**config.mk**
```make
export PLATFORM = sky130hd
export DESIGN_NAME = crc16_x25_byte_swapped
export DESIGN_NICKNAME = d
export VERILOG_FILES = /design/src/design/crcx25bs_pkg.sv /design/src/design/crcx25bs_byte_engine.sv /design/src/design/crc16_x25_byte_swapped.sv
export SDC_FILE = /design/constraint.sdc
export NUM_CORES = 1
export LEC_CHECK = 0
export BUFFER_PORTS_ARGS = -buffer_cell sky130_fd_sc_hd__buf_2
export CAP_MARGIN = 20
export CORE_AREA = 2 2 75 77
export CTS_CLUSTER_SIZE = 20
export DETAILED_ROUTE_END_ITERATION = 6
export DIE_AREA = 0 0 77 79
export PLACE_DENSITY_LB_ADDON = 0.12
export SLEW_MARGIN = 15
export SYNTH_ARGS = -nofsm -noshare
export SYNTH_HDL_FRONTEND = slang
export SYNTH_HIERARCHICAL = 1
export SYNTH_SLANG_ARGS = --single-unit
```
**constraint.sdc**
```tcl
create_clock -name clock -period 2.85 [get_ports clock]
set_input_delay 0 -clock clock [delete_from_list [all_inputs] [get_ports clock]]
set_output_delay 0 -clock clock [all_outputs]
set_load 0.01 [all_outputs]
```
**src/design/crcx25bs_pkg.sv**
```systemverilog
// Shared constants for the byte-swapped X.25 CRC block.
// No dependencies; imported by the byte engine and the top level.
package crcx25bs_pkg;

   localparam int CRC_WIDTH  = 16;
   localparam int BYTE_WIDTH = 8;

   localparam logic [CRC_WIDTH-1:0] CRC_POLY   = 16'h8408;
   localparam logic [CRC_WIDTH-1:0] CRC_PRESET = 16'hFFFF;

   // func field codes
   localparam logic FUNC_DATA  = 1'b0;
   localparam logic FUNC_EMPTY = 1'b1;

endpackage

```
**src/design/crcx25bs_byte_engine.sv**
```systemverilog
// Reflected CRC update over one byte, LSB first, eight unrolled steps.
// Depends on crcx25bs_pkg.
module crcx25bs_byte_engine
   import crcx25bs_pkg::*;
(
   input  logic [CRC_WIDTH-1:0]  crc_in,
   input  logic [BYTE_WIDTH-1:0] data_in,
   output logic [CRC_WIDTH-1:0]  crc_out
);

   always_comb begin
      logic [CRC_WIDTH-1:0] c;
      logic                 fb;
      c = crc_in;
      for (int k = 0; k < BYTE_WIDTH; k++) begin
         fb = c[0] ^ data_in[k];
         c  = (c >> 1) ^ (fb ? CRC_POLY : '0);
      end
      crc_out = c;
   end

endmodule

```
**src/design/crc16_x25_byte_swapped.sv**
```systemverilog
// Byte-serial CRC-16/X.25 with inverted, byte-swapped result.
// A request is registered in the input stage and its result in the result register; a
// result-bearing byte holds the input stage while the output is full. Throughput one byte per
// cycle without such a stall, set by the single-byte unrolled update between the registers.
// Reset (synchronous, active high): start value and running CRC to 0xFFFF, both stages empty.
// Depends on crcx25bs_pkg and crcx25bs_byte_engine.
module crc16_x25_byte_swapped
   import crcx25bs_pkg::*;
(
   input  logic                  clock,
   input  logic                  reset,
   input  logic                  req_valid,
   output logic                  req_ready,
   input  logic                  req_func,
   input  logic [BYTE_WIDTH-1:0] req_data_byte,
   input  logic                  req_first_byte,
   input  logic                  req_last_byte,
   output logic                  rsp_valid,
   input  logic                  rsp_ready,
   output logic [CRC_WIDTH-1:0]  rsp_crc_value,
   input  logic                  csr_write_enable,
   input  logic [CRC_WIDTH-1:0]  csr_write_data
);

   logic [CRC_WIDTH-1:0]  start_value_ff, start_value_in;
   logic [CRC_WIDTH-1:0]  running_crc_ff, running_crc_in;

   // input stage
   logic                  s1_valid_ff, s1_valid_in;
   logic                  s1_func_ff;
   logic [BYTE_WIDTH-1:0] s1_data_ff;
   logic                  s1_first_ff;
   logic                  s1_last_ff;

   // result stage
   logic                  rsp_valid_ff, rsp_valid_in;
   logic [CRC_WIDTH-1:0]  rsp_crc_ff, rsp_crc_in;

   logic [CRC_WIDTH-1:0]  crc_seed;
   logic [CRC_WIDTH-1:0]  crc_next;
   logic [CRC_WIDTH-1:0]  crc_inv;
   logic                  s1_has_rsp;
   logic                  out_free;
   logic                  s1_advance;
   logic                  req_take;

   assign crc_seed = s1_first_ff ? start_value_ff : running_crc_ff;

   crcx25bs_byte_engine u_engine (
      .crc_in  (crc_seed),
      .data_in (s1_data_ff),
      .crc_out (crc_next)
   );

   assign crc_inv    = ~crc_next;
   assign s1_has_rsp = (s1_func_ff == FUNC_EMPTY) || s1_last_ff;
   assign out_free   = !rsp_valid_ff || rsp_ready;
   // a byte with no result never waits on the output side
   assign s1_advance = s1_valid_ff && (!s1_has_rsp || out_free);
   assign req_ready  = !s1_valid_ff || s1_advance;
   assign req_take   = req_valid && req_ready;

   always_comb begin
      start_value_in = csr_write_enable ? csr_write_data : start_value_ff;
      s1_valid_in    = req_take || (s1_valid_ff && !s1_advance);

      running_crc_in = running_crc_ff;
      if (s1_advance && (s1_func_ff == FUNC_DATA)) begin
         running_crc_in = crc_next;
      end

      rsp_valid_in = rsp_valid_ff && !rsp_ready;
      rsp_crc_in   = rsp_crc_ff;
      if (s1_advance && s1_has_rsp) begin
         rsp_valid_in = 1'b1;
         if (s1_func_ff == FUNC_EMPTY) begin
            rsp_crc_in = start_value_ff;
         end else begin
            rsp_crc_in = {crc_inv[7:0], crc_inv[15:8]};
         end
      end
   end

   always_ff @(posedge clock) begin
      if (reset) begin
         start_value_ff <= CRC_PRESET;
         running_crc_ff <= CRC_PRESET;
         s1_valid_ff    <= 1'b0;
         rsp_valid_ff   <= 1'b0;
      end else begin
         start_value_ff <= start_value_in;
         running_crc_ff <= running_crc_in;
         s1_valid_ff    <= s1_valid_in;
         rsp_valid_ff   <= rsp_valid_in;
      end
   end

   always_ff @(posedge clock) begin
      if (req_take) begin
         s1_func_ff  <= req_func;
         s1_data_ff  <= req_data_byte;
         s1_first_ff <= req_first_byte;
         s1_last_ff  <= req_last_byte;
      end
      rsp_crc_ff <= rsp_crc_in;
   end

   assign rsp_valid     = rsp_valid_ff;
   assign rsp_crc_value = rsp_crc_ff;

   // empty message returns the start value untouched
   a_empty_result: assert property (@(posedge clock) disable iff (reset)
      (s1_advance && s1_func_ff == FUNC_EMPTY && !csr_write_enable)
      |=> (rsp_valid_ff && rsp_crc_ff == $past(start_value_ff)))
      else $error("empty-message transaction did not return start value");

   // a data byte always lands in the running CRC
   a_running_update: assert property (@(posedge clock) disable iff (reset)
      (s1_advance && s1_func_ff == FUNC_DATA) |=> (running_crc_ff == $past(crc_next)))
      else $error("running CRC not updated by data byte");

   // input stalls only when a result-bearing byte waits behind a full output
   a_stall_cause: assert property (@(posedge clock) disable iff (reset)
      !req_ready |-> (s1_valid_ff && s1_has_rsp && rsp_valid_ff && !rsp_ready))
      else $error("input stalled without output back-pressure");

   // a non-result byte must not create a response
   a_no_spurious: assert property (@(posedge clock) disable iff (reset)
      (!(s1_advance && s1_has_rsp) && (!rsp_valid_ff || rsp_ready)) |=> !rsp_valid_ff)
      else $error("response appeared without a finishing transaction");

   a_reset_state: assert property (@(posedge clock)
      reset |=> (running_crc_ff == CRC_PRESET && !s1_valid_ff && !rsp_valid_ff))
      else $error("state not cleared by reset");

endmodule
```
# After elaboration in Yosys (flattened, before gate mapping)

Cells that the tools add are included.

Bits of input ports: 32
Register bits: 61
Word-level logic and storage cells: 54
Output and inout bits: 18

Mux-type cells: 11
Bitwise operators: 18
Reduce and logical (&&, ||, !) cells: 16

Operators with widths:

| kind                | number |
|---|---|
| $mux W16            | 10 |
| $xor A15 B16 Y16    | 8 |
| $not A16 Y16        | 1 |
| $xor A1 B1 Y1       | 8 |
| $logic_and A1 B1 Y1 | 6 |
| $logic_not A1 Y1    | 5 |
| $logic_or A1 B1 Y1  | 5 |
| $mux W1             | 1 |
| $not A1 Y1          | 1 |

# Logic depth before layout (Yosys ltp)

Depth after elaboration: 27
Mapped depth: 7
Mapped depth without buffers: 5

# Hierarchy

Netlist, hierarchy kept.

Modules (own cells, without submodules):

| module                 | seq. area each (um^2) | cells an instance | area an instance (um^2) | times used |
|---|---|---|---|---|
| crc16_x25_byte_swapped | 1491.4                | 199               | 2477.4                  | 1 |
| crcx25bs_byte_engine   | 0.0                   | 24                | 371.6                   | 1 |

# Worst setup path after synthesis

OpenSTA, ideal clock, no wires.

Path kind: reg2reg
Start: register s1_first_ff
End: register running_crc_ff[3]
Path buffers: 2
Setup time: 0.120 ns
Setup slack: 0.589 ns
Clock period less this slack: 2.261 ns
Stages on the path, launching flop included: 8
Arrival time: 2.141 ns
Data required time: 2.730 ns
Path through: edfxtp_1 -> buf_2 -> buf_2 -> mux2_2 -> xnor2_1 -> xnor3_1 -> and3_2 -> a211o_1

Elaborated cells between the ends (all ways): 15
Those cells by class: mux: 4; bitwise: 11

RTL lines:

| what                           | line                          | source |
|---|---|---|
| start: declaration             | crc16_x25_byte_swapped.sv:32  | `logic s1_first_ff;` |
| start signal: assignment       | crc16_x25_byte_swapped.sv:102 | `s1_first_ff <= req_first_byte;` |
| $mux W16                       | crc16_x25_byte_swapped.sv:47  | `assign crc_seed = s1_first_ff ? start_value_ff : running_crc_ff;` |
| via crc_seed[7]                | crc16_x25_byte_swapped.sv:39  | `logic [CRC_WIDTH-1:0] crc_seed;` |
| $xor A15 B16 Y16 (7 in series) | crcx25bs_byte_engine.sv:17    | `c = (c >> 1) ^ (fb ? CRC_POLY : '0);` |
| $xor A1 B1 Y1                  | crcx25bs_byte_engine.sv:16    | `fb = c[0] ^ data_in[k];` |
| $mux W16                       | crcx25bs_byte_engine.sv:17    |  |
| $xor A15 B16 Y16               | crcx25bs_byte_engine.sv:17    |  |
| via crc_next[3]                | crc16_x25_byte_swapped.sv:40  | `logic [CRC_WIDTH-1:0] crc_next;` |
| end signal: assignment         | crc16_x25_byte_swapped.sv:92  | `running_crc_ff <= running_crc_in;` |
| end: declaration               | crc16_x25_byte_swapped.sv:26  | `logic [CRC_WIDTH-1:0] running_crc_ff, running_crc_in;` |

The timed path passes the listed nets, and every way through them passes these cells.
A chain may end at the register's enable or synchronous reset.

# Final worst setup path

Start: register s1_first_ff
End: register running_crc_ff[9]

Elaborated cells between the ends (all ways): 15
Those cells by class: mux: 4; bitwise: 11

RTL lines:

| what                           | line |
|---|---|
| $mux W16                       | crc16_x25_byte_swapped.sv:47 |
| via crc_seed[1]                | crc16_x25_byte_swapped.sv:39 |
| $xor A15 B16 Y16               | crcx25bs_byte_engine.sv:17 |
| $xor A1 B1 Y1                  | crcx25bs_byte_engine.sv:16 |
| $mux W16                       | crcx25bs_byte_engine.sv:17 |
| $xor A15 B16 Y16 (7 in series) | crcx25bs_byte_engine.sv:17 |
| via crc_next[9]                | crc16_x25_byte_swapped.sv:40 |

The timed path passes the listed nets, and every way through them passes these cells.

==> metrics.txt <==
TritonCTS clock tree built; syn avg cell area 12.8 um2; wire per inst 15.6 um; CTS root buffer clkbuf_8; DIE AREA 6080 um2; Setup WS post-layout 0.395 ns; worst skew pair latency 0.34 ns; area grow syn2layout 27.3%; dominant cell type by area after synthesis edfxtp_1; sequential area share after synthesis 52.3%; Syn Std Cell Area roughly 2800 um2; minimum clock period 2.46 ns; Post-Syn Nets 255; non-filler cells, final about 380; Routability Congestion around 0.85; initial antenna violation count 0; most frequent cell after synthesis dfxtp_1; post-route clock period utilization 86.1%; Slowest Stage Delay on Critical Path 0.60 ns; HP Class in2reg; cts bufs inserted 9; Multi-input gate area approximately 1200 um2; Final Max Tran Viols 0; Core ar. 5340 um2; PwrDens 600 nW/um2; largest net degree at the start of global routing 26; Routed Wire Length between 5 and 6 mm; Global Route Usage Sum 21.1%; asr flop ratio synth 0%; CP startpoint kind flip-flop; run status complete, no violations; Fmax a little over 0.4 GHz; PortBufs 49; YS warnings 6; clk buf depth 2; via count approximately 1.9k; Setup Crit Path Kind reg2reg; Placed Instance Area roughly 3100 um2; Initial Util a little over half; I/O pin count 50; final hold slack ~0.086 ns; Req. time, crit path 3.08 ns; Clock Pin Slew Worst Setup and Hold Paths 0.07 ns; ys flop type dfxtp_1; placed cells 333; DRT Pass-1 Iters 4; Routed Antenna Nets 0; CP arrival around 2.7 ns; Max VDD drop 538 uV; dpl hpwl 3.86 mm; synth cell count leaders 34 x dfxtp_1, 27 x edfxtp_1, 23 x nand2_1; worst slew pin tran 0.609 ns; Vias/cell 5.11; Fin. Hold Viols 0; count of cell types in the netlist 30; grt ovf 0; static leakage 1.62 nW; Final Cell Area 3630 um2; DRC viols 0; share of layout cells above drive strength 1 33.0%; ant diodes 0; first-pass GRT wire length 9.61 mm; CP endpoint kind flip-flop; final setup TNS 0 ns; max-cap violation count 0; row count 27; Register Area 1490 um2; final core utilization about two thirds; EDFF count, synth 27; Power, Total 2.18 mW; Final setup violation count 0; vias in the first global route 1946; DP Worst Slack 0.406 ns; CP cell instances mux2_2, xnor2_2, xnor3_1, and3_2, a211o_1; slew margin rel. 59.3%; Yosys reg bits between 60 and 70; Max stage delay cell, worst path edfxtp_1; Num Clock Sinks 61; Die Ht approximately 80 um; Filler Cells Inserted about 430; Critical Path Fanout Max 9; Clock Skew 0.00922 ns; Mapped Cells 223; Net count, final between 300 and 400; area share of the largest cell type after synthesis about 28%; chip width slightly below 80 um; 1st-iter DRT viols 113; ranking of synthesized cells by area edfxtp_1 28%, dfxtp_1 24%, mux2_2 6.3%, mux2i_1 5.6%, xor3_1 5.0%; Clock H-tree levels 3; RSZ-0062 raised after global routing no
[per-layer routing]
metal | GRT usage (%) | vias to the layer above | wire, um
met1 | 27.2 | 907 | 2760
met2 | 33.8 | 53 | 2740
li1 | - | 960 | -
met3 | 7.27 | 11 | 271
met5 | 0 | - | 0
met4 | 6.25 | 0 | 110
[cell usage in the layout, fill, tap and decap left out]
cell type | Yosys | layout
buf_2 | 8 | 49
edfxtp_1 | 27 | 27
o211ai_1 | 9 | 9
dfxtp_1 | 34 | 34
xnor3_1 | 3 | 3
and2_1 | 1 | 1
and3_2 | 9 | 9
buf_4 | 0 | 3
mux2_2 | 16 | 16
xnor2_1 | 7 | 7
xor2_1 | 4 | 4
dlygate4sd3_1 | 0 | 29
inv_6 | 0 | 2
nand2b_1 | 1 | 1
clkinvlp_4 | 0 | 3
xnor2_2 | 3 | 3
xor3_1 | 6 | 6
bufinv_16 | 0 | 1
mux2i_1 | 16 | 16
or2_2 | 1 | 1
nor2b_1 | 1 | 1
and3_1 | 7 | 7
nand3b_4 | 1 | 1
a21oi_1 | 2 | 2
nor2b_4 | 1 | 1
xor2_2 | 1 | 1
nand2_1 | 23 | 23
a211o_1 | 16 | 16
inv_1 | 11 | 11
nand2_4 | 1 | 1
clkbuf_8 | 0 | 10
o21ai_0 | 8 | 8
[flip-flops by register name (all words and copies together) (netlist names), 8 cells and up]
signal          flops
rsp_crc_value      16
s1_data_ff          8
running_crc_ff     16
start_value_ff     16
[critical path: cells and delay by family, from the launching register on]
kind | cells | cell delay (ns)
compound gates | 1 | 0.26
mux | 1 | 0.41
xor+xnor | 2 | 0.89
simple gates | 1 | 0.19
flops | 1 | 0.60
[cells by family after synthesis]
kind of cell | count (synthesis) | synth area share (%)
compound gates | 35 | 9.05
xor+xnor | 24 | 13.0
mux | 32 | 11.9
buf+inv | 25 | 4.22
flops | 61 | 52.3
simple gates | 46 | 9.40
[report_power, final]
part | switching (mW) | internal (mW)
Combinational | 0.166 | 0.210
Clock | 0.356 | 0.433
Sequential | 0.0315 | 0.981
Total | 0.554 | 1.62
[worst paths after layout]
path | slack (ns) | cells after the start | start | endpoint
max | 0.39 | 5 | s1_first_ff | running_crc_ff[9]
min | 0.09 | 2 | reset | rsp_valid
min reg2reg | 0.46 | 1 | running_crc_ff[13] | running_crc_ff[13]
max reg2reg | 0.39 | 5 | s1_first_ff | running_crc_ff[9]
[layout make-up]
type | count | share of cell area [%]
Clock buffer | 10 | 3.80
Clock inverter | 6 | 1.93
Inverter | 11 | 1.14
Multi-Input combinational cell | 137 | 34.1
Sequential cell | 61 | 41.1
Tap cell | 72 | 2.48
Timing Repair Buffer | 81 | 15.4
[what timing repair did]
| item | 4_1_cts | 5_1_grt |
|---|---|---|
| hold buffers | 29 | 0 |
| resized for setup | 0 | 0 |
| buffers inserted | 0 | 0 |
| hold endpoints to repair | 29 | 0 |
No activity file was read; power rests on OpenSTA's default activity.
